**config.mk**
```make
export PLATFORM = sky130hd
export DESIGN_NAME = greedy_clique_search_core
export DESIGN_NICKNAME = d
export VERILOG_FILES = /design/src/rtl/gcs_pkg.sv /design/src/rtl/gcs_adj_mem.sv /design/src/rtl/gcs_ctrl.sv /design/src/rtl/gcs_emit.sv /design/src/rtl/greedy_clique_search_core.sv
export SDC_FILE = /design/constraint.sdc
export NUM_CORES = 2
export LEC_CHECK = 0
export BUFFER_PORTS_ARGS = -buffer_cell sky130_fd_sc_hd__buf_2
export CAP_MARGIN = 40
export CORE_UTILIZATION = 40
export DETAILED_ROUTE_END_ITERATION = 10
export MAX_ROUTING_LAYER = met4
export PLACE_DENSITY = 0.51
export RECOVER_POWER = 100
export SLEW_MARGIN = 20
export SYNTH_ARGS = -nofsm -noshare
export SYNTH_HDL_FRONTEND = slang
export SYNTH_HIERARCHICAL = 1
export SYNTH_SLANG_ARGS = --single-unit
```
**constraint.sdc**
```tcl
create_clock -name aclk -period 22.3 [get_ports aclk]
set_input_delay 5.575 -clock aclk [delete_from_list [all_inputs] [get_ports aclk]]
set_output_delay 5.575 -clock aclk [all_outputs]
set_load 0.01 [all_outputs]
```
**src/rtl/gcs_pkg.sv**
```systemverilog
// gcs_pkg: shared types and constants for the greedy clique search core
`timescale 1ns / 1ps

package gcs_pkg;

    // fixed field widths
    localparam int VERT_W = 6;
    localparam int SIZE_W = 7;
    localparam int OP_W   = 2;
    localparam int ROW_W  = 64;

    // input op codes
    localparam logic [OP_W-1:0] OP_ADD   = 2'd0;
    localparam logic [OP_W-1:0] OP_CLEAR = 2'd1;
    localparam logic [OP_W-1:0] OP_RUN   = 2'd2;

    // input beat
    typedef struct packed {
        logic [OP_W-1:0]   op;
        logic [VERT_W-1:0] vertex_a;
        logic [VERT_W-1:0] vertex_b;
    } in_beat_t;

    // result beat
    typedef struct packed {
        logic [VERT_W-1:0] member_vertex;
        logic [SIZE_W-1:0] clique_size;
        logic              last;
    } out_beat_t;

    // adjacency memory request
    typedef struct packed {
        logic              clr;
        logic              rd_en;
        logic [VERT_W-1:0] rd_addr;
        logic              wr_en;
        logic [VERT_W-1:0] wr_addr;
        logic [ROW_W-1:0]  wr_data;
    } mem_req_t;

    // start of emission
    typedef struct packed {
        logic              start;
        logic [ROW_W-1:0]  mask;
        logic [SIZE_W-1:0] size;
    } emit_req_t;

    // emitter status
    typedef struct packed {
        logic busy;
    } emit_sts_t;

endpackage

```
**src/rtl/gcs_adj_mem.sv**
```systemverilog
// gcs_adj_mem: adjacency row memory with per-row valid bits and registered read
`timescale 1ns / 1ps

module gcs_adj_mem import gcs_pkg::*; #(
    parameter int VCAP = 64
) (
    input  logic             aclk,
    input  logic             aresetn,
    input  mem_req_t         req,
    output logic [ROW_W-1:0] rd_row
);

    localparam int AW = $clog2(VCAP);

    logic [VCAP-1:0] mem [VCAP];
    logic [VCAP-1:0] rd_data_reg;
    logic            rd_vld_reg;
    logic [VCAP-1:0] vld_reg;
    logic [VCAP-1:0] vld_next;

    // row storage and registered read
    always_ff @(posedge aclk) begin
        if (req.wr_en) begin
            mem[req.wr_addr[AW-1:0]] <= req.wr_data[VCAP-1:0];
        end
        if (req.rd_en) begin
            rd_data_reg <= mem[req.rd_addr[AW-1:0]];
            rd_vld_reg  <= vld_reg[req.rd_addr[AW-1:0]];
        end
    end

    // valid bits: cleared at once by reset or clear, set on write
    always_comb begin
        vld_next = vld_reg;
        if (req.clr) begin
            vld_next = '0;
        end else if (req.wr_en) begin
            vld_next[req.wr_addr[AW-1:0]] = 1'b1;
        end
    end

    always_ff @(posedge aclk) begin
        if (!aresetn) begin
            vld_reg <= '0;
        end else begin
            vld_reg <= vld_next;
        end
    end

    // a row never written since clear reads as zero
    assign rd_row = rd_vld_reg ? ROW_W'(rd_data_reg) : '0;

endmodule

```
**src/rtl/gcs_ctrl.sv**
```systemverilog
// gcs_ctrl: op sequencer for edge insertion, clear and the greedy search sweep
`timescale 1ns / 1ps

module gcs_ctrl import gcs_pkg::*; #(
    parameter int VCAP = 64
) (
    input  logic              aclk,
    input  logic              aresetn,
    input  logic              s_valid,
    output logic              s_ready,
    input  in_beat_t          s_data,
    input  logic              cfg_wr_en,
    input  logic [SIZE_W-1:0] cfg_wr_data,
    output mem_req_t          mem_req,
    input  logic [ROW_W-1:0]  rd_row,
    output emit_req_t         emit_req,
    input  emit_sts_t         emit_sts
);

    localparam int AW = $clog2(VCAP);
    localparam int CW = $clog2(VCAP + 1);

    localparam logic [2:0] ST_IDLE   = 3'd0;
    localparam logic [2:0] ST_ADD_RA = 3'd1;
    localparam logic [2:0] ST_ADD_WA = 3'd2;
    localparam logic [2:0] ST_ADD_RB = 3'd3;
    localparam logic [2:0] ST_ADD_WB = 3'd4;
    localparam logic [2:0] ST_SCAN   = 3'd5;
    localparam logic [2:0] ST_EVAL   = 3'd6;
    localparam logic [2:0] ST_EMIT   = 3'd7;

    logic [2:0]        state_reg, state_next;
    logic [SIZE_W-1:0] vcount_reg;
    logic [AW-1:0]     va_reg, va_next;
    logic [AW-1:0]     vb_reg, vb_next;
    logic [CW-1:0]     n_reg, n_next;
    logic [AW-1:0]     v_reg, v_next;
    logic [CW-1:0]     u_reg, u_next;
    logic              pend_reg, pend_next;
    logic [AW-1:0]     pend_u_reg, pend_u_next;
    logic [VCAP-1:0]   cur_reg, cur_next;
    logic [CW-1:0]     size_reg, size_next;
    logic [VCAP-1:0]   best_reg, best_next;
    logic [CW-1:0]     best_size_reg, best_size_next;

    logic              accept;
    logic              issue;
    logic              better;
    logic [CW-1:0]     n_eff;
    logic [ROW_W-1:0]  bit_b;
    logic [ROW_W-1:0]  bit_a;

    assign s_ready = (state_reg == ST_IDLE);
    assign accept  = s_valid && s_ready;

    // vertex count in use, clamped to 1..capacity
    always_comb begin
        if (vcount_reg == '0) begin
            n_eff = CW'(1);
        end else if (vcount_reg > SIZE_W'(VCAP)) begin
            n_eff = CW'(VCAP);
        end else begin
            n_eff = CW'(vcount_reg);
        end
    end

    always_ff @(posedge aclk) begin
        if (!aresetn) begin
            vcount_reg <= SIZE_W'(VCAP);
        end else if (cfg_wr_en) begin
            vcount_reg <= cfg_wr_data;
        end
    end

    assign issue  = (state_reg == ST_SCAN) && (u_reg < n_reg);
    assign better = (size_reg > best_size_reg);
    assign bit_b  = ROW_W'(1) << vb_reg;
    assign bit_a  = ROW_W'(1) << va_reg;

    // sequencer
    always_comb begin
        state_next     = state_reg;
        va_next        = va_reg;
        vb_next        = vb_reg;
        n_next         = n_reg;
        v_next         = v_reg;
        u_next         = u_reg;
        pend_next      = 1'b0;
        pend_u_next    = pend_u_reg;
        cur_next       = cur_reg;
        size_next      = size_reg;
        best_next      = best_reg;
        best_size_next = best_size_reg;
        mem_req        = '0;
        emit_req       = '0;

        case (state_reg)
            ST_IDLE: begin
                if (accept) begin
                    case (s_data.op)
                        OP_ADD: begin
                            if ((7'(s_data.vertex_a) < 7'(VCAP)) &&
                                (7'(s_data.vertex_b) < 7'(VCAP))) begin
                                va_next    = s_data.vertex_a[AW-1:0];
                                vb_next    = s_data.vertex_b[AW-1:0];
                                state_next = ST_ADD_RA;
                            end
                        end
                        OP_CLEAR: begin
                            mem_req.clr = 1'b1;
                        end
                        OP_RUN: begin
                            n_next         = n_eff;
                            v_next         = '0;
                            cur_next       = VCAP'(1);
                            size_next      = CW'(1);
                            u_next         = CW'(1);
                            best_next      = '0;
                            best_size_next = '0;
                            state_next     = ST_SCAN;
                        end
                        default: begin
                        end
                    endcase
                end
            end
            ST_ADD_RA: begin
                mem_req.rd_en   = 1'b1;
                mem_req.rd_addr = VERT_W'(va_reg);
                state_next      = ST_ADD_WA;
            end
            ST_ADD_WA: begin
                mem_req.wr_en   = 1'b1;
                mem_req.wr_addr = VERT_W'(va_reg);
                mem_req.wr_data = rd_row | bit_b;
                state_next      = ST_ADD_RB;
            end
            ST_ADD_RB: begin
                mem_req.rd_en   = 1'b1;
                mem_req.rd_addr = VERT_W'(vb_reg);
                state_next      = ST_ADD_WB;
            end
            ST_ADD_WB: begin
                mem_req.wr_en   = 1'b1;
                mem_req.wr_addr = VERT_W'(vb_reg);
                mem_req.wr_data = rd_row | bit_a;
                state_next      = ST_IDLE;
            end
            ST_SCAN: begin
                // issue one row read per cycle, test it the cycle after
                if (issue) begin
                    mem_req.rd_en   = 1'b1;
                    mem_req.rd_addr = VERT_W'(u_reg);
                    u_next          = u_reg + CW'(1);
                    pend_next       = 1'b1;
                    pend_u_next     = u_reg[AW-1:0];
                end
                if (pend_reg) begin
                    if ((cur_reg & ~rd_row[VCAP-1:0]) == '0) begin
                        cur_next[pend_u_reg] = 1'b1;
                        size_next            = size_reg + CW'(1);
                    end
                end
                if (!issue && !pend_reg) begin
                    state_next = ST_EVAL;
                end
            end
            ST_EVAL: begin
                // keep the larger clique, earlier start wins ties
                if (better) begin
                    best_next      = cur_reg;
                    best_size_next = size_reg;
                end
                if (CW'(v_reg) == n_reg - CW'(1)) begin
                    emit_req.start = 1'b1;
                    emit_req.mask  = better ? ROW_W'(cur_reg) : ROW_W'(best_reg);
                    emit_req.size  = better ? SIZE_W'(size_reg) : SIZE_W'(best_size_reg);
                    state_next     = ST_EMIT;
                end else begin
                    v_next     = v_reg + AW'(1);
                    cur_next   = VCAP'(1) << (v_reg + AW'(1));
                    size_next  = CW'(1);
                    u_next     = CW'(v_reg) + CW'(2);
                    state_next = ST_SCAN;
                end
            end
            ST_EMIT: begin
                if (!emit_sts.busy) begin
                    state_next = ST_IDLE;
                end
            end
            default: begin
                state_next = ST_IDLE;
            end
        endcase
    end

    // control state
    always_ff @(posedge aclk) begin
        if (!aresetn) begin
            state_reg <= ST_IDLE;
            pend_reg  <= 1'b0;
        end else begin
            state_reg <= state_next;
            pend_reg  <= pend_next;
        end
    end

    // working registers
    always_ff @(posedge aclk) begin
        va_reg        <= va_next;
        vb_reg        <= vb_next;
        n_reg         <= n_next;
        v_reg         <= v_next;
        u_reg         <= u_next;
        pend_u_reg    <= pend_u_next;
        cur_reg       <= cur_next;
        size_reg      <= size_next;
        best_reg      <= best_next;
        best_size_reg <= best_size_next;
    end

endmodule

```
**src/rtl/gcs_emit.sv**
```systemverilog
// gcs_emit: streams the best clique's members in ascending order into the output register
`timescale 1ns / 1ps

module gcs_emit import gcs_pkg::*; #(
    parameter int VCAP = 64
) (
    input  logic      aclk,
    input  logic      aresetn,
    input  emit_req_t req,
    output emit_sts_t sts,
    output logic      m_valid,
    input  logic      m_ready,
    output out_beat_t m_data
);

    localparam int AW = $clog2(VCAP);

    logic              busy_reg;
    logic [VCAP-1:0]   mask_reg;
    logic [AW-1:0]     idx_reg;
    logic [SIZE_W-1:0] size_reg;
    logic [SIZE_W-1:0] remain_reg;
    logic              m_valid_reg;
    out_beat_t         m_data_reg;
    logic              slot_free;
    logic              hit;
    logic              load;

    assign slot_free = !m_valid_reg || m_ready;
    assign hit       = busy_reg && mask_reg[idx_reg];
    assign load      = hit && slot_free;

    // walk the mask one position per cycle, stall on a member until the slot frees
    always_ff @(posedge aclk) begin
        if (!aresetn) begin
            busy_reg <= 1'b0;
        end else if (req.start) begin
            busy_reg <= 1'b1;
        end else if (load && (remain_reg == SIZE_W'(1))) begin
            busy_reg <= 1'b0;
        end
    end

    always_ff @(posedge aclk) begin
        if (req.start) begin
            mask_reg   <= req.mask[VCAP-1:0];
            idx_reg    <= '0;
            size_reg   <= req.size;
            remain_reg <= req.size;
        end else if (busy_reg) begin
            if (load) begin
                idx_reg    <= idx_reg + AW'(1);
                remain_reg <= remain_reg - SIZE_W'(1);
            end else if (!hit) begin
                idx_reg <= idx_reg + AW'(1);
            end
        end
    end

    // output register
    always_ff @(posedge aclk) begin
        if (!aresetn) begin
            m_valid_reg <= 1'b0;
        end else if (load) begin
            m_valid_reg <= 1'b1;
        end else if (m_ready) begin
            m_valid_reg <= 1'b0;
        end
    end

    always_ff @(posedge aclk) begin
        if (load) begin
            m_data_reg.member_vertex <= VERT_W'(idx_reg);
            m_data_reg.clique_size   <= size_reg;
            m_data_reg.last          <= (remain_reg == SIZE_W'(1));
        end
    end

    assign sts.busy = busy_reg;
    assign m_valid  = m_valid_reg;
    assign m_data   = m_data_reg;

endmodule

```
**src/rtl/greedy_clique_search_core.sv**
```systemverilog
// Add edge reads and rewrites the row of vertex a, then that of vertex b; clear is one request
// to the row memory; run searches from each of the n vertices in use, reading one adjacency
// row per cycle from the row memory while scanning, then streams the result beats over up to
// 64 mask positions. One item at a time: the next item is taken once the previous one has
// finished and its last beat is loaded. Reset (aresetn, synchronous, active low) empties the
// graph through per-row valid bits at once, with no clearing pass, and sets the vertex count to capacity.
`timescale 1ns / 1ps

module greedy_clique_search_core import gcs_pkg::*; #(
    parameter int MAX_VERTICES = 64
) (
    input  logic              aclk,
    input  logic              aresetn,
    input  logic              s_valid,
    output logic              s_ready,
    input  in_beat_t          s_data,
    output logic              m_valid,
    input  logic              m_ready,
    output out_beat_t         m_data,
    input  logic              cfg_wr_en,
    input  logic [SIZE_W-1:0] cfg_wr_data
);

    localparam int VCAP = (MAX_VERTICES < 64) ? MAX_VERTICES : 64;

    mem_req_t         mem_req;
    logic [ROW_W-1:0] rd_row;
    emit_req_t        emit_req;
    emit_sts_t        emit_sts;

    // adjacency storage
    gcs_adj_mem #(.VCAP(VCAP)) u_mem (
        .aclk    (aclk),
        .aresetn (aresetn),
        .req     (mem_req),
        .rd_row  (rd_row)
    );

    // op sequencer and search
    gcs_ctrl #(.VCAP(VCAP)) u_ctrl (
        .aclk        (aclk),
        .aresetn     (aresetn),
        .s_valid     (s_valid),
        .s_ready     (s_ready),
        .s_data      (s_data),
        .cfg_wr_en   (cfg_wr_en),
        .cfg_wr_data (cfg_wr_data),
        .mem_req     (mem_req),
        .rd_row      (rd_row),
        .emit_req    (emit_req),
        .emit_sts    (emit_sts)
    );

    // result streaming
    gcs_emit #(.VCAP(VCAP)) u_emit (
        .aclk    (aclk),
        .aresetn (aresetn),
        .req     (emit_req),
        .sts     (emit_sts),
        .m_valid (m_valid),
        .m_ready (m_ready),
        .m_data  (m_data)
    );

    // a result beat always carries a nonempty clique size
    a_size_nonzero: assert property (@(posedge aclk) disable iff (!aresetn)
        m_valid |-> (m_data.clique_size != '0))
        else $error("result beat with zero clique size");

    // a beat that is not the last leaves the emitter busy
    a_more_pending: assert property (@(posedge aclk) disable iff (!aresetn)
        (m_valid && !m_data.last) |-> emit_sts.busy)
        else $error("emitter idle before last beat");

    // input is only taken once emission has ended
    a_idle_no_emit: assert property (@(posedge aclk) disable iff (!aresetn)
        s_ready |-> !emit_sts.busy)
        else $error("input ready while clique still streaming");

    // memory never reads and writes in the same cycle
    a_mem_excl: assert property (@(posedge aclk) disable iff (!aresetn)
        !(mem_req.rd_en && mem_req.wr_en))
        else $error("adjacency read and write overlap");

    // a start request from the search makes the emitter busy
    a_start_once: assert property (@(posedge aclk) disable iff (!aresetn)
        emit_req.start |=> emit_sts.busy)
        else $error("emitter failed to start");

endmodule
```
==> results by group <==
Outcome
  • Outcome: complete, but fails checks
  • Failing checks: max-capacitance violations, max-slew violations

Yosys
  • Area of the mapped netlist: 175000 um^2
  • Synth unique cells: 75
  • Register bit total from synthesis: 4516
  • Avg Cell Area, Syn: 21.1 um^2
  • Synth top area cells: edfxtp_1, mux4_2, o22ai_1, dfxtp_1, mux2i_1
  • Register area share after synthesis: 77.2%
  • Top_reg_cell synth: edfxtp_1
  • Top-area cell type share of the netlist area: 76.2%
  • EDFF count, synth: 4433
  • FFs w/ async S/R, synth: 0%
  • Cells after synthesis: 8257
  • Syn nets: 8308
  • Yosys warning count: 6
  • Area leader, netlist: edfxtp_1

Critical path
  • Crit Path Class: reg2reg
  • WP data required: 23180 ps
  • Crit path max fanout: 76
  • RR Startpoint: u_ctrl/state_reg[1]$_SDFFE_PN0P_
  • Worst R2R End: u_mem/rd_data_reg[13]$_DFFE_PP_
  • R2R depth: 15
  • CP arrival: 15290 ps
  • Setup slack, reg-to-reg: 7900 ps
  • Crit path capture type: flop
  • Setup crit start kind: flop

Global routing
  • Pin count of the biggest net entering global routing: 109
  • Initial antenna violation count: 49
  • Number of global-route vias before repair: 90900
  • Global route overflow: 0
  • GRT Util Overall: 26.0%
  • First-pass GRT wire length: 769 mm

Timing
  • Final period util: 64.6%
  • Max Slew Vio Count: 9126
  • Clk_skew: 64.8 ps
  • Worst slew margin: -521%
  • Tmin final: 14400 ps
  • Post-route setup TNS: 0 ps
  • Final setup vio count: 0
  • Final hold vios: 0
  • Worst Tran Pin Value: 9310 ps
  • RSZ-0062 raised after global routing: no
  • Fmax: 69.4 MHz

Finish
  • Share of layout cells above drive strength 1: 21.8%
  • Multi-input logic area: 37500 um^2
  • Max FFs per register: 4096
  • Sequential standard cell area: 135000 um^2
  • Util after Layout: 45.4%
  • Final std cells w/o fill: 14800
  • Fill count: 36600
  • Area added between synthesis and finish: 12.9%
  • Final net count: 8732

Place
  • Final HPWL DP: 322 mm
  • Port bufs: 41
  • Placed Instances: 13900
  • RePlAce Congestion: 0.860

Pwr
  • Max IR drop VDD: 0.000121 V
  • P_int: 16.9 mW
  • Reg power frac: 43.0%
  • Combinational Power Share: 26.4%
  • Switch share: 31.0%
  • Clock power frac: 30.6%
  • Cell Pwr Density: 124 nW/um^2
  • Net Sw Power: 7.60 mW
  • Leakage: 59.5 nW

CTS
  • Clk Tree Root Cell: clkbuf_16
  • CTS HTree Levels: 5
  • Post-CTS Repair Setup Buffers: 0
  • CTS tree: built
  • Clock Path Buffers: 4
  • CTS Hold Bufs: 0
  • Post_cts resized: 0
  • Clock Sinks: 4516
  • Worst skew pair latency: 1020 ps
  • CTS clk-pin slew, worst paths: 60 ps
  • CTS buffer count: 463

Worst hold path
  • Hold Startpoint: u_emit/size_reg[1]$_DFFE_PP_
  • Hold crit path type: reg2reg
  • Hold depth: 0
  • Hold worst-path end: u_emit/m_data[2]$_DFFE_PP_

Floorplan
  • Die Wd: 663 um
  • Die ar.: 439000 um^2
  • Row count: 242
  • Core area: 435000 um^2
  • Boundary Pins: 42
  • Die Span Y: 663 um
  • Initial core utilization: 40.2%

Route
  • Vias per cell: 6.19
  • Wire per inst: 38.0 um
  • First-pass DRT Iterations: 7
  • Iteration-0 DRC Markers: 13000
  • # DRC: 0
  • Via count: 91800
  • Post-route ant nets: 0
  • DRT Wirelength: 564 mm

Job
  • Max cap viols: 261
==> layout make-up <==
class | instances | share of cell area [%]
Sequential cell | 4516 | 68.4
Clock buffer | 583 | 6.19
Timing Repair Buffer | 462 | 1.39
Tap cell | 5734 | 3.64
Inverter | 95 | 0.192
Multi-Input combinational cell | 3143 | 19.0
Clock inverter | 268 | 1.17
Antenna cell | 22 | 0.0279
==> worst max-delay path by stage <==
stage	start	endpoint	slack, ps	cells past startpoint
floorplan	s_valid	u_ctrl/cur_reg[0]$_DFFE_PP_	10410	4
global placement	s_valid	u_ctrl/cur_reg[20]$_DFFE_PP_	13600	7
detailed placement	s_data[12]	u_ctrl/cur_reg[36]$_DFFE_PP_	14060	9
CTS	u_ctrl/state_reg[2]$_SDFFE_PN0P_	u_mem/rd_data_reg[9]$_DFFE_PP_	14400	15
global route	u_ctrl/state_reg[1]$_SDFFE_PN0P_	u_mem/rd_data_reg[13]$_DFFE_PP_	7200	15
finish	u_ctrl/state_reg[1]$_SDFFE_PN0P_	u_mem/rd_data_reg[13]$_DFFE_PP_	7900	15
==> per-stage QoR <==
step | area [um^2] | hold slack (ps) | setup WS, ps | power [mW]
after floorplan | 175000 | 400 | 10410 | 14.5
after global placement | 183000 | 403 | 13600 | 16.9
after detailed placement | 185000 | 409 | 14060 | 17.1
after CTS | 200000 | 424 | 14400 | 24.6
after global routing | 197000 | 439 | 7200 | 25.3
final | 197000 | 421 | 7900 | 24.5
==> worst max-delay path: stages (launching register included) <==
cell and delay [ps]:
dfxtp_1 530, nor2b_1 120, clkbuf_1 260, nand2_2 120, clkbuf_1 2490, a2111oi_0 520, clkbuf_1 550, a222oi_1 530
clkinvlp_2 3750, clkbuf_1 1920, clkbuf_1 890, buf_4 630, mux4_2 340, o22ai_1 80, nor4_1 1120, o22a_1 240
==> logic make-up after synthesis <==
group	count (synthesis)	synth area share [%]
AO/OA/AOI/OAI	1158	4.46
XOR/XNOR	31	0.156
adder cells (fa/ha/maj)	25	0.179
buffers and inverters	598	1.64
flip-flops	4516	77.2
multiplexers	1188	14.2
AND/OR/NAND/NOR	741	2.15
==> Yosys cell counts (all sizes together) (18+ instances only) <==
cell type and number:
edfxtp 4433, mux4 1031, o22ai 366, a21oi 303
buf 267, clkbuf 236, nor2 214, nand3 128
o221ai 128, mux2i 122, nand2 99, inv 95
o21ai 87, dfxtp 83, and2 79, o21a 67
nor4 61, o22a 53, a31oi 49, nor2b 48
mux2 35, a22oi 30, ha 25, nand2b 23
a221oi 21, nor3 18
==> power by group through the flow <==
stage	Sequential, mW	Combinational (mW)	Clock, mW
5_1_grt	10.6	6.77	7.94
4_1_cts	10.4	6.52	7.63
3_5_place_dp	10.6	6.51	0
6_report	10.5	6.47	7.51
2_1_floorplan	10.5	3.97	0
3_3_place_gp	10.6	6.31	0
==> metal layers <==
layer  track usage, %  vias to the layer above  wire, um
li1                 -                    35800         -
met1             35.3                    50300    226000
met2             40.3                     4811    265000
met3             4.87                      893     51800
met4             7.46                        0     20500
met5                -                        -         0
==> placed cells by master, fill, tap and decap left out, types with 74 or more instances in the layout <==
cell type,instances
edfxtp_1,4433
inv_1,88
clkinv_1,126
dfxtp_1,83
buf_4,99
mux2i_1,122
mux4_2,1029
nand3_1,127
a21oi_1,249
nor2_1,172
clkbuf_1,419
o221ai_1,128
o21ai_0,74
nand2_1,92
o22ai_1,366
clkbuf_16,469
clkinv_2,78
(Power assumes the default switching activity.)
